<file path="src/rtl/core/sdfs_pkg.sv">
package sdfs_pkg;

    // Default word length shifted out per write
    localparam int WORD_BITS = 16;
    // Words buffered between request decode and the pin sequencer
    localparam int QUEUE_DEPTH = 2;

    // Full command word layout
    localparam int          CMD_W       = 16;
    localparam logic [11:0] SAMPLE_MASK = 12'hFFF;
    localparam logic [15:0] CMD_BIT     = 16'h4000;
    localparam logic [15:0] CHAN_A_BITS = 16'h2000;
    localparam logic [15:0] CHAN_B_BITS = 16'h3000;

    // Channel selection codes
    localparam logic [1:0] FUNC_BOTH = 2'd0;
    localparam logic [1:0] FUNC_A    = 2'd1;
    localparam logic [1:0] FUNC_B    = 2'd2;

    // Configuration register map
    localparam int         CFG_ADDR_W  = 3;
    localparam logic       REG_DELAY   = 1'b0;
    localparam logic       REG_HALF    = 1'b1;
    localparam logic [15:0] DELAY_RESET = 16'd84;
    localparam logic [7:0]  HALF_RESET  = 8'd16;

    typedef struct packed {
        logic [1:0]  func;
        logic [11:0] data_value;
    } t_req;

    typedef struct packed {
        logic        cs_n;
        logic        sclk;
        logic        mosi;
        logic        ldac_n;
        logic [15:0] hold_ticks;
        logic        last;
    } t_seg;

    typedef struct packed {
        logic [15:0] delay_ticks;
        logic [7:0]  half_bit_ticks;
    } t_timing;

    typedef enum logic [3:0] {
        SEG_IDLE,
        SEG_CS_LO,
        SEG_CS_HI,
        SEG_SETUP,
        SEG_BIT_LO,
        SEG_BIT_HI,
        SEG_END_LO,
        SEG_END_HI,
        SEG_LOAD,
        SEG_DONE
    } t_seg_state;

endpackage

</file>
<file path="src/rtl/core/sdfs_front.sv">
module sdfs_front #(
    parameter int WORD_BITS = sdfs_pkg::WORD_BITS
) (
    input  logic                 i_clk,
    input  logic                 i_rst_n,
    input  logic                 i_in_valid,
    input  sdfs_pkg::t_req       i_in_data,
    output logic                 o_in_stall,
    output logic                 o_push,
    output logic [WORD_BITS-1:0] o_word,
    input  logic                 i_full
);

    logic                          r_vld;
    logic                          n_vld;
    logic [WORD_BITS-1:0]          r_word;
    logic [sdfs_pkg::CMD_W-1:0]    cmd;
    logic [sdfs_pkg::CMD_W-1:0]    chan;
    logic                          accept;

    // channel bits; unused selector adds none
    always_comb begin
        case (i_in_data.func)
            sdfs_pkg::FUNC_A: chan = sdfs_pkg::CHAN_A_BITS;
            sdfs_pkg::FUNC_B: chan = sdfs_pkg::CHAN_B_BITS;
            default:          chan = '0;
        endcase
        cmd = {4'b0, i_in_data.data_value & sdfs_pkg::SAMPLE_MASK} | chan | sdfs_pkg::CMD_BIT;
    end

    assign o_in_stall = r_vld && i_full;
    assign accept     = i_in_valid && !o_in_stall;
    assign o_push     = r_vld && !i_full;
    assign o_word     = r_word;
    assign n_vld      = accept || (r_vld && i_full);

    always_ff @(posedge i_clk) begin
        if (!i_rst_n) begin
            r_vld <= 1'b0;
        end else begin
            r_vld <= n_vld;
        end
    end

    always_ff @(posedge i_clk) begin
        if (accept) begin
            r_word <= cmd[WORD_BITS-1:0];
        end
    end

endmodule

</file>
<file path="src/rtl/core/sdfs_queue.sv">
module sdfs_queue #(
    parameter int DEPTH = sdfs_pkg::QUEUE_DEPTH,
    parameter int WIDTH = sdfs_pkg::WORD_BITS
) (
    input  logic             i_clk,
    input  logic             i_rst_n,
    input  logic             i_push,
    input  logic [WIDTH-1:0] i_data,
    output logic             o_full,
    output logic             o_valid,
    output logic [WIDTH-1:0] o_data,
    input  logic             i_pop
);

    localparam int PTR_W = (DEPTH > 1) ? $clog2(DEPTH) : 1;
    localparam int CNT_W = $clog2(DEPTH + 1);

    logic [WIDTH-1:0] r_mem [DEPTH];
    logic [PTR_W-1:0] r_wr_ptr;
    logic [PTR_W-1:0] r_rd_ptr;
    logic [CNT_W-1:0] r_count;
    logic             do_push;
    logic             do_pop;

    assign o_full  = (r_count == CNT_W'(DEPTH));
    assign o_valid = (r_count != '0);
    assign o_data  = r_mem[r_rd_ptr];
    assign do_push = i_push && !o_full;
    assign do_pop  = i_pop && o_valid;

    function automatic logic [PTR_W-1:0] wrap_inc(input logic [PTR_W-1:0] p);
        logic [PTR_W-1:0] res;
        if (p == PTR_W'(DEPTH - 1)) begin
            res = '0;
        end else begin
            res = p + 1'b1;
        end
        return res;
    endfunction

    always_ff @(posedge i_clk) begin
        if (!i_rst_n) begin
            r_wr_ptr <= '0;
            r_rd_ptr <= '0;
            r_count  <= '0;
        end else begin
            if (do_push) begin
                r_wr_ptr <= wrap_inc(r_wr_ptr);
            end
            if (do_pop) begin
                r_rd_ptr <= wrap_inc(r_rd_ptr);
            end
            if (do_push && !do_pop) begin
                r_count <= r_count + 1'b1;
            end else if (do_pop && !do_push) begin
                r_count <= r_count - 1'b1;
            end
        end
    end

    always_ff @(posedge i_clk) begin
        if (do_push) begin
            r_mem[r_wr_ptr] <= i_data;
        end
    end

endmodule

</file>
<file path="src/rtl/core/sdfs_back.sv">
module sdfs_back #(
    parameter int WORD_BITS = sdfs_pkg::WORD_BITS
) (
    input  logic                 i_clk,
    input  logic                 i_rst_n,
    input  sdfs_pkg::t_timing    i_timing,
    input  logic                 i_q_valid,
    input  logic [WORD_BITS-1:0] i_q_word,
    output logic                 o_q_pop,
    output logic                 o_seg_valid,
    output sdfs_pkg::t_seg       o_seg,
    input  logic                 i_seg_stall
);

    localparam int CNT_W = $clog2(WORD_BITS);

    sdfs_pkg::t_seg_state r_state;
    sdfs_pkg::t_seg_state n_state;
    logic [WORD_BITS-1:0] r_word;
    logic [WORD_BITS-1:0] n_word;
    logic [CNT_W-1:0]     r_cnt;
    logic [CNT_W-1:0]     n_cnt;
    logic                 r_out_valid;
    logic                 n_out_valid;
    sdfs_pkg::t_seg       r_out;
    sdfs_pkg::t_seg       n_out;
    sdfs_pkg::t_seg       seg;
    logic                 adv;
    logic [15:0]          d_ticks;
    logic [15:0]          h_ticks;

    // zero timing values behave as one
    assign d_ticks = (i_timing.delay_ticks == '0) ? 16'd1 : i_timing.delay_ticks;
    assign h_ticks = (i_timing.half_bit_ticks == '0) ? 16'd1
                                                     : {8'b0, i_timing.half_bit_ticks};

    // output slot free this cycle
    assign adv = !r_out_valid || !i_seg_stall;

    always_comb begin
        n_state     = r_state;
        n_word      = r_word;
        n_cnt       = r_cnt;
        n_out       = r_out;
        n_out_valid = r_out_valid && i_seg_stall;
        o_q_pop     = 1'b0;

        seg.cs_n       = 1'b0;
        seg.sclk       = 1'b1;
        seg.mosi       = 1'b0;
        seg.ldac_n     = 1'b1;
        seg.hold_ticks = d_ticks;
        seg.last       = 1'b0;

        case (r_state)
            sdfs_pkg::SEG_IDLE: begin
                if (i_q_valid) begin
                    o_q_pop = 1'b1;
                    n_word  = i_q_word;
                    n_cnt   = CNT_W'(WORD_BITS - 1);
                    n_state = sdfs_pkg::SEG_CS_LO;
                end
            end
            sdfs_pkg::SEG_CS_LO: begin
                if (adv) begin
                    n_state = sdfs_pkg::SEG_CS_HI;
                end
            end
            sdfs_pkg::SEG_CS_HI: begin
                seg.cs_n = 1'b1;
                if (adv) begin
                    n_state = sdfs_pkg::SEG_SETUP;
                end
            end
            sdfs_pkg::SEG_SETUP: begin
                seg.hold_ticks = h_ticks;
                if (adv) begin
                    n_state = sdfs_pkg::SEG_BIT_LO;
                end
            end
            sdfs_pkg::SEG_BIT_LO: begin
                seg.sclk       = 1'b0;
                seg.mosi       = r_word[WORD_BITS-1];
                seg.hold_ticks = h_ticks;
                if (adv) begin
                    n_state = sdfs_pkg::SEG_BIT_HI;
                end
            end
            sdfs_pkg::SEG_BIT_HI: begin
                seg.mosi       = r_word[WORD_BITS-1];
                seg.hold_ticks = h_ticks;
                if (adv) begin
                    n_word = {r_word[WORD_BITS-2:0], 1'b0};
                    if (r_cnt == '0) begin
                        n_state = sdfs_pkg::SEG_END_LO;
                    end else begin
                        n_cnt   = r_cnt - 1'b1;
                        n_state = sdfs_pkg::SEG_BIT_LO;
                    end
                end
            end
            sdfs_pkg::SEG_END_LO: begin
                if (adv) begin
                    n_state = sdfs_pkg::SEG_END_HI;
                end
            end
            sdfs_pkg::SEG_END_HI: begin
                seg.cs_n = 1'b1;
                if (adv) begin
                    n_state = sdfs_pkg::SEG_LOAD;
                end
            end
            sdfs_pkg::SEG_LOAD: begin
                seg.cs_n   = 1'b1;
                seg.ldac_n = 1'b0;
                if (adv) begin
                    n_state = sdfs_pkg::SEG_DONE;
                end
            end
            sdfs_pkg::SEG_DONE: begin
                seg.cs_n       = 1'b1;
                seg.hold_ticks = 16'd1;
                seg.last       = 1'b1;
                if (adv) begin
                    // chain straight into the next word when one is waiting
                    if (i_q_valid) begin
                        o_q_pop = 1'b1;
                        n_word  = i_q_word;
                        n_cnt   = CNT_W'(WORD_BITS - 1);
                        n_state = sdfs_pkg::SEG_CS_LO;
                    end else begin
                        n_state = sdfs_pkg::SEG_IDLE;
                    end
                end
            end
            default: begin
                n_state = sdfs_pkg::SEG_IDLE;
            end
        endcase

        if (adv && (r_state != sdfs_pkg::SEG_IDLE)) begin
            n_out_valid = 1'b1;
            n_out       = seg;
        end
    end

    always_ff @(posedge i_clk) begin
        if (!i_rst_n) begin
            r_state     <= sdfs_pkg::SEG_IDLE;
            r_out_valid <= 1'b0;
        end else begin
            r_state     <= n_state;
            r_out_valid <= n_out_valid;
        end
    end

    always_ff @(posedge i_clk) begin
        r_word <= n_word;
        r_cnt  <= n_cnt;
        r_out  <= n_out;
    end

    assign o_seg_valid = r_out_valid;
    assign o_seg       = r_out;

    // final segment is the idle return with everything released
    a_last_idle: assert property (@(posedge i_clk) disable iff (!i_rst_n)
        (r_out_valid && r_out.last) |-> (r_out.cs_n && r_out.sclk && r_out.ldac_n
                                         && !r_out.mosi && (r_out.hold_ticks == 16'd1)))
        else $error("final segment levels wrong");

    // no segment has a zero hold time
    a_hold_nonzero: assert property (@(posedge i_clk) disable iff (!i_rst_n)
        r_out_valid |-> (r_out.hold_ticks != '0))
        else $error("zero hold time");

    // serial clock only drops while chip select is asserted
    a_sclk_in_frame: assert property (@(posedge i_clk) disable iff (!i_rst_n)
        (r_out_valid && !r_out.sclk) |-> (!r_out.cs_n && r_out.ldac_n))
        else $error("sclk low outside frame");

    // a word is only taken from the queue at the start of a frame
    a_pop_at_start: assert property (@(posedge i_clk) disable iff (!i_rst_n)
        o_q_pop |=> (r_state == sdfs_pkg::SEG_CS_LO))
        else $error("queue pop mid frame");

endmodule

</file>
<file path="src/rtl/core/spi_dac_frame_sequencer_top.sv">
// SPI DAC write sequencer. Each input transaction (channel select + 12-bit
// code) is turned into the pin waveform of one mode-3 write to a dual DAC,
// delivered as 2*WORD_BITS+7 output transactions (39 at WORD_BITS = 16), each
// giving the cs_n/sclk/mosi/ldac_n levels and how many clocks they are held.
// The command word is code | channel bits | 0x4000, sent MSB first; with a
// short word only its low WORD_BITS bits go out. The output port delivers one
// segment per clock while i_out_stall is low, and the pin sequencer that
// builds the segments sets the sustained throughput. A decode stage and a
// QUEUE_DEPTH-word queue sit ahead of the sequencer, so new writes are
// accepted while the previous one is still being played out; frames follow
// each other with no gap. Timing registers (APB, byte address 0:
// delay_ticks, 4: half_bit_ticks) are sampled as segments are built and
// should only be written while idle; a value of zero acts as one.
module spi_dac_frame_sequencer_top #(
    parameter int WORD_BITS   = sdfs_pkg::WORD_BITS,
    parameter int QUEUE_DEPTH = sdfs_pkg::QUEUE_DEPTH
) (
    input  logic                            i_clk,
    input  logic                            i_rst_n,

    // request channel
    input  logic                            i_in_valid,
    input  sdfs_pkg::t_req                  i_in_data,
    output logic                            o_in_stall,

    // segment channel
    output logic                            o_out_valid,
    output sdfs_pkg::t_seg                  o_out_data,
    input  logic                            i_out_stall,

    // configuration
    input  logic                            psel,
    input  logic                            penable,
    input  logic                            pwrite,
    input  logic [sdfs_pkg::CFG_ADDR_W-1:0] paddr,
    input  logic [31:0]                     pwdata,
    output logic [31:0]                     prdata,
    output logic                            pready
);

    logic [15:0]          r_delay;
    logic [7:0]           r_half;
    logic                 cfg_wr;
    logic                 cfg_idx;
    sdfs_pkg::t_timing    timing;

    logic                 push;
    logic [WORD_BITS-1:0] push_word;
    logic                 q_full;
    logic                 q_valid;
    logic [WORD_BITS-1:0] q_word;
    logic                 q_pop;

    // register index is the word address; low byte-offset bits unused
    assign pready  = 1'b1;
    assign cfg_idx = paddr[2];
    assign cfg_wr  = psel && penable && pwrite && pready;

    always_ff @(posedge i_clk) begin
        if (!i_rst_n) begin
            r_delay <= sdfs_pkg::DELAY_RESET;
            r_half  <= sdfs_pkg::HALF_RESET;
        end else if (cfg_wr) begin
            case (cfg_idx)
                sdfs_pkg::REG_DELAY: r_delay <= pwdata[15:0];
                sdfs_pkg::REG_HALF:  r_half  <= pwdata[7:0];
                default: ;
            endcase
        end
    end

    always_comb begin
        case (cfg_idx)
            sdfs_pkg::REG_DELAY: prdata = {16'b0, r_delay};
            sdfs_pkg::REG_HALF:  prdata = {24'b0, r_half};
            default:             prdata = '0;
        endcase
    end

    assign timing.delay_ticks    = r_delay;
    assign timing.half_bit_ticks = r_half;

    // decode: build the command word
    sdfs_front #(
        .WORD_BITS (WORD_BITS)
    ) u_front (
        .i_clk      (i_clk),
        .i_rst_n    (i_rst_n),
        .i_in_valid (i_in_valid),
        .i_in_data  (i_in_data),
        .o_in_stall (o_in_stall),
        .o_push     (push),
        .o_word     (push_word),
        .i_full     (q_full)
    );

    // words waiting for the sequencer
    sdfs_queue #(
        .DEPTH (QUEUE_DEPTH),
        .WIDTH (WORD_BITS)
    ) u_queue (
        .i_clk   (i_clk),
        .i_rst_n (i_rst_n),
        .i_push  (push),
        .i_data  (push_word),
        .o_full  (q_full),
        .o_valid (q_valid),
        .o_data  (q_word),
        .i_pop   (q_pop)
    );

    // pin sequencer: one segment per clock, unless stalled, into a registered output
    sdfs_back #(
        .WORD_BITS (WORD_BITS)
    ) u_back (
        .i_clk       (i_clk),
        .i_rst_n     (i_rst_n),
        .i_timing    (timing),
        .i_q_valid   (q_valid),
        .i_q_word    (q_word),
        .o_q_pop     (q_pop),
        .o_seg_valid (o_out_valid),
        .o_seg       (o_out_data),
        .i_seg_stall (i_out_stall)
    );

endmodule

</file>
<file path="config.mk">
export PLATFORM = sky130hd
export DESIGN_NAME = spi_dac_frame_sequencer_top
export DESIGN_NICKNAME = d
export VERILOG_FILES = /design/src/rtl/core/sdfs_pkg.sv /design/src/rtl/core/sdfs_front.sv /design/src/rtl/core/sdfs_queue.sv /design/src/rtl/core/sdfs_back.sv /design/src/rtl/core/spi_dac_frame_sequencer_top.sv
export SDC_FILE = /design/constraint.sdc
export NUM_CORES = 1
export LEC_CHECK = 0
export ABC_CLOCK_PERIOD_IN_PS = 3300
export BUFFER_PORTS_ARGS = -buffer_cell sky130_fd_sc_hd__buf_2
export CAP_MARGIN = 20
export CORE_MARGIN = 10
export CORE_UTILIZATION = 56
export CTS_BUF_LIST = sky130_fd_sc_hd__clkbuf_2 sky130_fd_sc_hd__clkbuf_4 sky130_fd_sc_hd__clkbuf_8
export CTS_CLUSTER_SIZE = 14
export DETAILED_ROUTE_END_ITERATION = 12
export PLACE_DENSITY = 0.82
export SYNTH_ARGS = -nofsm -noshare
export SYNTH_HDL_FRONTEND = slang
export SYNTH_SLANG_ARGS = --single-unit
</file>
<file path="constraint.sdc">
create_clock -name i_clk -period 3.3 [get_ports i_clk]
set_input_delay 0.66 -clock i_clk [delete_from_list [all_inputs] [get_ports i_clk]]
set_output_delay 0.66 -clock i_clk [all_outputs]
set_load 0.005 [all_outputs]
</file>
==> results of run 1 <==
critical path: stages, from the launching register on:
cell	delay (ns)
dfxtp_1	0.55
nor3b_2	0.37
and2_1	0.48
mux2i_1	0.14
nor3_1	0.45
routing by layer:
| metal | routed length (um) | track usage (%) | up-vias |
|---|---|---|---|
| met5 | 0 | 0 | - |
| met3 | 664 | 5.35 | 13 |
| met1 | 4090 | 18.4 | 1559 |
| li1 | - | - | 1606 |
| met4 | 124 | 5.45 | 0 |
| met2 | 5030 | 26.0 | 115 |
power groups by stage:
stage / Clock (W) / Sequential [W] / Combinational [W]
after floorplan: 0 / 0.00211 / 0.000567
after global placement: 0 / 0.00216 / 0.000762
after detailed placement: 0 / 0.00218 / 0.000798
after CTS: 0.00131 / 0.00215 / 0.000805
after global routing: 0.00138 / 0.00219 / 0.000889
final: 0.00129 / 0.00215 / 0.000797
flip-flops by register name, summed over array words and instances, names as in the netlist, named ones only:
name / cells
u_queue.r_mem: 28
u_back.o_seg: 21
r_delay: 16
u_back.r_word: 16
u_front.o_word: 14
r_half: 8
u_back.r_cnt: 4
u_back.r_state: 4
u_queue.r_count: 2
u_back.o_seg_valid: 1
u_front.r_vld: 1
u_queue.r_rd_ptr: 1
u_queue.r_wr_ptr: 1
logic make-up (layout without fill, tap and decap cells):
group | Yosys count | count (layout) | share of synthesized area (%)
AO/OA/AOI/OAI | 65 | 65 | 9.24
XOR/XNOR | 6 | 6 | 1.05
adder cells (fa/ha/maj) | 4 | 4 | 0.997
buffers and inverters | 48 | 124 | 5.46
flip-flops | 118 | 118 | 63.6
multiplexers | 22 | 22 | 4.56
other | 2 | 17 | 0.150
AND/OR/NAND/NOR | 151 | 151 | 15.0
placed cells by master, fill, tap and decap left out, types with 3 or more instances in the layout:
cell type  count
a21boi_0      15
a21boi_1       8
a21oi_1        5
a22o_1         5
and2_1        11
buf_2         76
buf_4          6
clkbuf_8      17
conb_1        17
dfxtp_1       35
edfxtp_1      83
ha_1           4
inv_1          9
inv_6         10
mux2_2         7
mux2i_1       15
nand2_1       74
nand2b_1       5
nand3_1        8
nor2_1        12
nor2b_1        9
nor3_1         3
nor4_1         6
o21a_1         3
o21ai_0        5
o21ai_1        4
o31ai_1       13
xnor2_1        4
how the worst max path moves through the flow:
stage / to / from / slack (ns) / cells past startpoint
final: u_back.r_cnt[0] / u_back.r_state[2] / 0.94 / 4
after global routing: u_back.r_cnt[0] / u_back.r_state[2] / 0.67 / 4
after CTS: u_back.r_cnt[0] / u_back.r_state[2] / 0.92 / 4
after detailed placement: u_queue.r_count[1] / i_out_stall / 0.86 / 6
after global placement: u_queue.r_count[1] / i_out_stall / 0.95 / 6
after floorplan: u_back.r_word[10] / i_out_stall / 0.71 / 4
metrics by stage:
step | total power, W | util, % | cell area, um^2 | hold slack [ns]
finish | 0.00423 | 66.5 | 5800 | 0.397
detailed placement | 0.00298 | 62.0 | 5410 | 0.432
floorplan | 0.00268 | - | 5080 | 0.421
global placement | 0.00292 | 62.0 | 5410 | 0.423
global route | 0.00445 | 66.5 | 5800 | 0.369
CTS | 0.00426 | 66.5 | 5800 | 0.377
final cells by class:
class | count | area, um^2
clock buffer | 17 | 234
tap | 108 | 135
clock inverter | 15 | 155
sequential | 118 | 3190
multi-input combinational | 265 | 1620
timing repair buffer | 82 | 425
inverter | 10 | 37.5
fill | 612 | 2920
==> impl_metrics.csv, run 1 <==
group,metric,value,unit
run_status,status,"completed",
clock_tree,post_cts_buffers,0,
global_route,grt_first_pass_wirelength,16400,um
floorplan,die_w,115,um
clock_tree,clk_path_buf_depth,2,
critical_path,timing.rr.start,"u_back.r_state[2]",
power,p_per_area,729,nW/um^2
global_route,grt_usage,15.6,%
timing,slew_headroom,45.2,%
routing,routed_wl,9910,um
timing,rsz0062_at_grt,"no",
logic_synthesis,synth_cells,416,
timing,worst_pin_slew,0.822,ns
timing,setup_viol_count_final,0,
logic_synthesis,synth_top_area_cell,"edfxtp_1",
timing,final-hold-violation-count,0,
timing,fmax,425,MHz
logic_synthesis,synth-edff-count,83,
logic_synthesis,avgSynthCellArea,12.1,um^2
logic_synthesis,yosysSeqAreaShare,63.6,%
timing,fin_crit,2.36,ns
critical_path,reg2reg_slack,0.94,ns
power,p_sw,0.00129,W
floorplan,start_util,57.6,%
place,io_buffers,76,
global_route,grt_max_degree,35,
global_route,grt_pass1_vias,3385,
timing,fin_crit_sh,71.4,%
logic_synthesis,synth_ff_type,"edfxtp_1",
flow_run,cap_violations,0,
clock_tree,cts_tree,"built",
clock_tree,ctsResizeCount,0,
power,leakagePower,2.23,nW
critical_path,start_kind,"register",
floorplan,num_io_pins,112,
finish,syn2layout_area_growth,15.5,%
logic_synthesis,yosysTopAreaCellShare,49.6,%
routing,drc,0,
clock_tree,clk_pin_slew_worst_paths,0.08,ns
routing,vias_per_cell,5.35,
routing,drt-initial-drc-count,218,
finish,final_cells,615,
floorplan,num_rows,34,
critical_path,required,3.37,ns
power,p_clk_share,30.4,%
logic_synthesis,yosysWarnings,0,
routing,wl_per_cell,16.1,um
hold_path,hold_path_depth,1,
hold_path,hold_path_end,"u_front.o_word[7]",
logic_synthesis,synth.distinct_cells,54,
clock_tree,htree_levels,4,
clock_tree,cts_made_buffers,17,
critical_path,arrival,2.42,ns
clock_tree,clock_sinks,118,
power,p_int,0.00294,W
logic_synthesis,synthTopCellsByCount,"edfxtp_1 (83), nand2_1 (74), dfxtp_1 (35)",
timing,timing.final.ws_setup,0.944,ns
place,dp_hpwl,6990,um
hold_path,hp-class,"in2reg",
clock_tree,cts-root-buf,"clkbuf_8",
place,gp_congestion,0.816,
floorplan,core-area,8720,um^2
clock_tree,clock_latency,0.43,ns
clock_tree,holdBufCountCts,0,
timing,clock_skew,0.0115,ns
timing,drv_slew,0,
floorplan,die-area,13200,um^2
logic_synthesis,ys_seq_elements,118,
place,preCtsSetupSlack,0.859,ns
routing,drtAntennaViolNets,0,
logic_synthesis,syn_area,5020,um^2
finish,diodes,0,
routing,vias,3293,
critical_path,crit_type,"reg2reg",
critical_path,reg2reg_to,"u_back.r_cnt[0]",
finish,final_layout_size_suffix_gt1_share,25.8,%
finish,fin_nets,554,
routing,drt_pass1_iterations,5,
critical_path,path_max_fanout,14,
hold_path,hp-start,"i_in_data[7]",
power,comb_power_share,18.8,%
critical_path,setup.worst_path.end_class,"register",
power,sequentialPowerShare,50.8,%
global_route,grt_overflow,0,
critical_path,reg2reg_depth,4,
logic_synthesis,synthArstFlopShare,0,%
place,dp_cells,583,
global_route,antenna_found_initial,0,
floorplan,die_h,115,um
power,max-vdd-ir-drop,357,uV
timing,fin_setup_tns,0,ns
power,swShare,30.5,%
logic_synthesis,yosys-top-cells-area,"edfxtp_1 (50%), dfxtp_1 (14%), nand2_1 (5.5%)",
logic_synthesis,yosysMostFrequentCell,"edfxtp_1",
Note: power is estimated with default switching activity, not from simulation.
==> run 2: changes to the inputs <==
ABC_AREA = 1   (was unset)
ABC_CLOCK_PERIOD_IN_PS = 2400   (was 3300)
clock period = 2.4 ns   (was 3.3 ns; I/O delays follow)
==> run 2 against run 1 <==
- hold slack got worse by 0.17 ns
- die area increased by 1.4%
- utilization increased by 0.45 points
- register-to-register slack got worse by 0.72 ns
- final cell count increased by 13%
- synthesized cell count increased by 18%
- critical path depth increased by 9
- via count increased by 9.6%
- clock-buffer cell count increased by 1
- clock skew decreased by 0.0030 ns
- global-route usage increased by 0.73 points
- largest cell class unchanged
- largest power group unchanged
==> impl_metrics.csv, run 2 <==
group,metric,value,unit
run_status,status,"completed",
logic_synthesis,synth-edff-count,83,
finish,largest_register_ffs,28,
clock_tree,clock_latency,0.43,ns
routing,drtAntennaViolNets,0,
logic_synthesis,syn_area,5100,um^2
clock_tree,clock_sinks,118,
routing,wl_per_cell,15.2,um
clock_tree,cts_tree,"built",
flow_run,cap_violations,0,
clock_tree,htree_levels,4,
floorplan,start_util,58.0,%
timing,timing.final.ws_setup,0.225,ns
global_route,grt_usage,16.4,%
clock_tree,holdBufCountCts,0,
finish,fin_nets,635,
clock_tree,cts-root-buf,"clkbuf_8",
global_route,grt_first_pass_wirelength,17200,um
critical_path,crit_slowest_cell,"dfxtp_1",
timing,fin_crit,2.18,ns
timing,clock_skew,0.00846,ns
power,leakagePower,2.48,nW
logic_synthesis,yosysSeqAreaShare,62.5,%
finish,final_layout_size_suffix_gt1_share,24.3,%
floorplan,num_io_pins,112,
critical_path,setup.worst_path.end_class,"register",
logic_synthesis,yosysWarnings,0,
routing,drt-initial-drc-count,202,
finish,syn2layout_area_growth,15.5,%
floorplan,die-area,13300,um^2
logic_synthesis,yosys-top-cells-area,"edfxtp_1 (49%), dfxtp_1 (14%), o21ai_0 (5.8%)",
place,dp_hpwl,7570,um
critical_path,path_delay_family,"compound AO/OA/AOI/OAI gates",
routing,vias_per_cell,5.18,
logic_synthesis,synthTopCellsByCount,"edfxtp_1 (83), nand2_1 (66), o21ai_0 (59)",
hold_path,hp-class,"in2reg",
routing,vias,3610,
finish,final_cell_mix,"edfxtp_1 (83), buf_2 (76), nand2_1 (66)",
global_route,grt_pass1_vias,3649,
critical_path,path_max_fanout,6,
critical_path,arrival,2.49,ns
critical_path,path_cells,"nor2_4 -> inv_1 -> nor2_4 -> inv_1 -> o21ai_1 -> inv_2 -> nor2_4 -> inv_1 -> ha_1 -> a21oi_1 -> o21ai_0 -> o21ai_0 -> a21oi_1",
critical_path,required,2.71,ns
timing,drv_slew,0,
logic_synthesis,synthArstFlopShare,0,%
logic_synthesis,ys_seq_elements,118,
timing,worst_pin_slew,0.805,ns
place,preCtsSetupSlack,0.200,ns
routing,drc,0,
timing,fin_crit_sh,90.6,%
global_route,grt_overflow,0,
logic_synthesis,synth_top_area_cell,"edfxtp_1",
clock_tree,clk_path_buf_depth,2,
logic_synthesis,synth_cells,492,
clock_tree,cts_made_buffers,17,
logic_synthesis,yosysMostFrequentCell,"edfxtp_1",
timing,slew_headroom,46.3,%
power,p_per_area,1100,nW/um^2
finish,mostFrequentLayoutCell,"edfxtp_1",
global_route,antenna_found_initial,1,
finish,top_register,"u_queue.r_mem",
routing,drt_pass1_iterations,5,
timing,rsz0062_at_grt,"no",
logic_synthesis,synth.distinct_cells,30,
floorplan,num_rows,34,
place,io_buffers,76,
critical_path,start_kind,"register",
logic_synthesis,yosysTopAreaCellShare,48.8,%
global_route,grt_max_degree,33,
timing,fmax,460,MHz
clock_tree,clk_pin_slew_worst_paths,0.08,ns
logic_synthesis,synth_ff_type,"edfxtp_1",
power,max-vdd-ir-drop,663,uV
routing,routed_wl,10600,um
floorplan,core-area,8810,um^2
timing,fin_setup_tns,0,ns
timing,final-hold-violation-count,0,
floorplan,die_w,115,um
timing,setup_viol_count_final,0,
logic_synthesis,avgSynthCellArea,10.4,um^2
floorplan,die_h,115,um
critical_path,crit_type,"reg2reg",
place,gp_congestion,0.846,
critical_path,path_buf_inv,4,
critical_path,cp_slowest_stage_delay,0.41,ns
-- run 2: metal layers --
| layer | vias up | share of wire, % | track usage (%) |
|---|---|---|---|
| li1 | 1784 | - | - |
| met1 | 1677 | 40 | 18.2 |
| met2 | 138 | 51 | 28.0 |
| met3 | 11 | 7.5 | 5.74 |
| met4 | 0 | 1.1 | 6.84 |
| met5 | - | 0 | 0 |
-- run 2: cell families (layout without fill, tap and decap cells) --
| kind of cell | count (synthesis) | count (layout) | synth area share [%] |
|---|---|---|---|
| simple gates | 171 | 171 | 15.5 |
| other cells | 2 | 18 | 0.147 |
| mux | 13 | 13 | 2.55 |
| flops | 118 | 118 | 62.5 |
| compound gates | 89 | 89 | 9.19 |
| fa+ha+maj | 4 | 4 | 0.980 |
| xor+xnor | 1 | 1 | 0.172 |
| buf+inv | 94 | 175 | 8.87 |
-- run 2: worst reg2reg max path, delay by kind of cell, from the launching register on --
kind | cells | cell delay, ns
compound gates | 5 | 0.64
simple gates | 3 | 0.41
flops | 1 | 0.41
fa+ha+maj | 1 | 0.33
buf+inv | 4 | 0.29
-- run 2: report_power, final --
part / internal [W] / switching [W]
clock: 0.000855 / 0.000867
combinational: 0.000602 / 0.00112
sequential: 0.00280 / 0.000220
total: 0.00426 / 0.00220
-- run 2: what timing repair did --
item,in CTS,in global routing
resized for setup,0,4
hold endpoints to repair,0,0
setup endpoints to repair,0,1
buffers inserted,0,0
-- run 2: path summary, 6_finish.rpt --
kind	from	to	slack [ns]	cells after the start
max	u_back.r_state[1]	u_queue.r_count[1]	0.22	13
min	i_in_data[10]	u_front.o_word[10]	0.22	1
max reg2reg	u_back.r_state[1]	u_queue.r_count[1]	0.22	13
min reg2reg	u_front.o_word[11]	u_queue.r_mem[0][11]	0.45	0
-- run 2: stage by stage --
step	util [%]	area [um^2]	power (W)	cells	hold slack (ns)
floorplan	-	5160	0.00425	507	0.421
global placement	62.4	5500	0.00465	664	0.422
global route	67.0	5900	0.00686	697	0.193
detailed placement	62.4	5500	0.00475	664	0.434
finish	67.0	5900	0.00646	697	0.223
CTS	66.8	5880	0.00649	696	0.200
-- run 2: layout make-up --
cell class                 instances  area [um^2]
timing repair buffer              82          425
fill                             645         2910
clock buffer                      18          241
antenna                            1         2.50
clock inverter                    14          141
multi-input combinational        295         1530
sequential                       118         3200
tap                              108          135
inverter                          61          229
==> run 3: changes to the inputs <==
RECOVER_POWER = 25   (was unset)
==> run 3 against run 2 <==
- highest routed layer unchanged
- first-iteration DRC count up 5.4%
- flip-flop and latch count unchanged
- sequential power about the same
- die area unchanged
- utilization down 0.17 points
- final cell count unchanged
- sequential share of layout area up 0.14 points
- largest cell class unchanged
- fmax down 0.14%
- non-clock buffer count unchanged
- routed wire length down 0.16%
==> impl_metrics.csv, run 3 (same netlist as run 2, synthesis figures left out) <==
group,metric,value,unit
run_status,status,"completed",
timing,final-hold-violation-count,0,
power,leakagePower,2.47,nW
timing,clock_skew,0.0102,ns
routing,drc,0,
clock_tree,htree_levels,4,
critical_path,arrival,2.49,ns
timing,rsz0062_at_grt,"no",
global_route,antenna_found_initial,1,
clock_tree,clk_path_buf_depth,2,
floorplan,die_w,115,um
clock_tree,cts_tree,"built",
finish,multi_input_area,1520,um^2
power,p_int,0.00425,W
power,max-vdd-ir-drop,663,uV
clock_tree,clk_pin_slew_worst_paths,0.08,ns
finish,fillers,650,
critical_path,start_kind,"register",
power,swShare,34.1,%
timing,setup_viol_count_final,0,
clock_tree,ctsResizeCount,0,
power,total_power,0.00645,W
flow_run,cap_violations,0,
power,p_per_area,1100,nW/um^2
floorplan,start_util,58.0,%
critical_path,setup.worst_path.end_class,"register",
power,sequentialPowerShare,46.8,%
place,gp_congestion,0.846,
routing,routed_wl,10600,um
finish,final-seq-area,3200,um^2
timing,fin_crit,2.18,ns
finish,mostFrequentLayoutCell,"edfxtp_1",
timing,worst_hold_slack,0.225,ns
timing,fmax,459,MHz
finish,final_cell_mix,"edfxtp_1 (83), buf_2 (70), nand2_1 (66)",
floorplan,core-area,8810,um^2
routing,drt-initial-drc-count,213,
clock_tree,cts_made_buffers,17,
timing,drv_slew,0,
timing,worst_pin_slew,1.20,ns
critical_path,path_max_fanout,6,
power,p_sw,0.00220,W
finish,top_register,"u_queue.r_mem",
floorplan,die-area,13300,um^2
power,p_clk_share,26.7,%
place,placed_cell_area,5500,um^2
routing,vias_per_cell,5.18,
power,comb_power_share,26.5,%
finish,syn2layout_area_growth,15.2,%
critical_path,path_cells,"nor2_4 -> inv_1 -> nor2_4 -> inv_1 -> o21ai_1 -> inv_2 -> nor2_4 -> inv_1 -> ha_1 -> a21oi_1 -> o21ai_0 -> o21ai_0 -> a21oi_1",
critical_path,crit_type,"reg2reg",
global_route,grt_overflow,0,
floorplan,num_io_pins,112,
clock_tree,post_cts_buffers,0,
critical_path,crit_slowest_cell,"dfxtp_1",
critical_path,path_delay_family,"compound AO/OA/AOI/OAI gates",
critical_path,required,2.71,ns
clock_tree,clock_sinks,118,
routing,wl_per_cell,15.2,um
finish,final_layout_size_suffix_gt1_share,23.0,%
routing,vias,3611,
floorplan,die_h,115,um
critical_path,path_buf_inv,4,
clock_tree,clock_latency,0.43,ns
hold_path,hp-class,"in2reg",
finish,final_area,5880,um^2
finish,fin_nets,635,
timing,fin_crit_sh,90.8,%
routing,drt_pass1_iterations,5,
global_route,grt_max_degree,33,
global_route,grt_first_pass_wirelength,17200,um
timing,slew_headroom,20.1,%
place,dp_hpwl,7570,um
finish,largest_register_ffs,28,
routing,drtAntennaViolNets,0,
floorplan,num_rows,34,
timing,fin_setup_tns,0,ns
finish,finish.utilization,66.8,%
critical_path,cp_slowest_stage_delay,0.41,ns
clock_tree,cts-root-buf,"clkbuf_8",
place,io_buffers,76,
global_route,grt_pass1_vias,3649,
global_route,grt_usage,16.4,%
clock_tree,holdBufCountCts,0,
-- run 3: cell types whose count changed in the layout (fill, tap and decap cells not counted), sizes merged --
cell / change
buf: -6
clkinv: +1
inv: -1
clkbuf: +6
-- run 3: routing by layer --
| metal | track usage, % | share of wire (%) | up-vias |
|---|---|---|---|
| li1 | - | - | 1784 |
| met1 | 18.2 | 40 | 1677 |
| met2 | 28.0 | 51 | 137 |
| met3 | 5.74 | 7.4 | 13 |
| met4 | 6.84 | 1.3 | 0 |
| met5 | 0 | 0 | - |
-- run 3: cell type report --
class / instances / share of cell area, %
multi-input combinational: 295 / 25.8
antenna: 1 / 0.0426
clock inverter: 14 / 2.40
sequential: 118 / 54.3
tap: 108 / 2.30
clock buffer: 18 / 4.11
timing repair buffer: 82 / 7.11
inverter: 61 / 3.89
-- run 3: final timing paths --
kind | from | endpoint | slack, ns | cells past startpoint
setup / recovery | u_back.r_state[1] | u_queue.r_count[1] | 0.22 | 13
hold / removal | i_in_data[10] | u_front.o_word[10] | 0.23 | 1
setup reg to reg | u_back.r_state[1] | u_queue.r_count[1] | 0.22 | 13
hold reg to reg | u_front.o_word[11] | u_queue.r_mem[0][11] | 0.45 | 0
-- run 3: power groups by stage --
| stage | logic (W) | registers, W | clock network [W] |
|---|---|---|---|
| floorplan | 0.00124 | 0.00301 | 0 |
| global placement | 0.00162 | 0.00303 | 0 |
| detailed placement | 0.00170 | 0.00305 | 0 |
| CTS | 0.00172 | 0.00301 | 0.00176 |
| global route | 0.00193 | 0.00307 | 0.00185 |
| finish | 0.00171 | 0.00302 | 0.00172 |
-- run 3: stage by stage --
stage          worst slack (ns)  std cells
2_1_floorplan             0.266        507
3_3_place_gp              0.335        664
3_5_place_dp              0.200        664
4_1_cts                   0.181        696
5_1_grt                  0.0129        697
6_report                  0.221        697
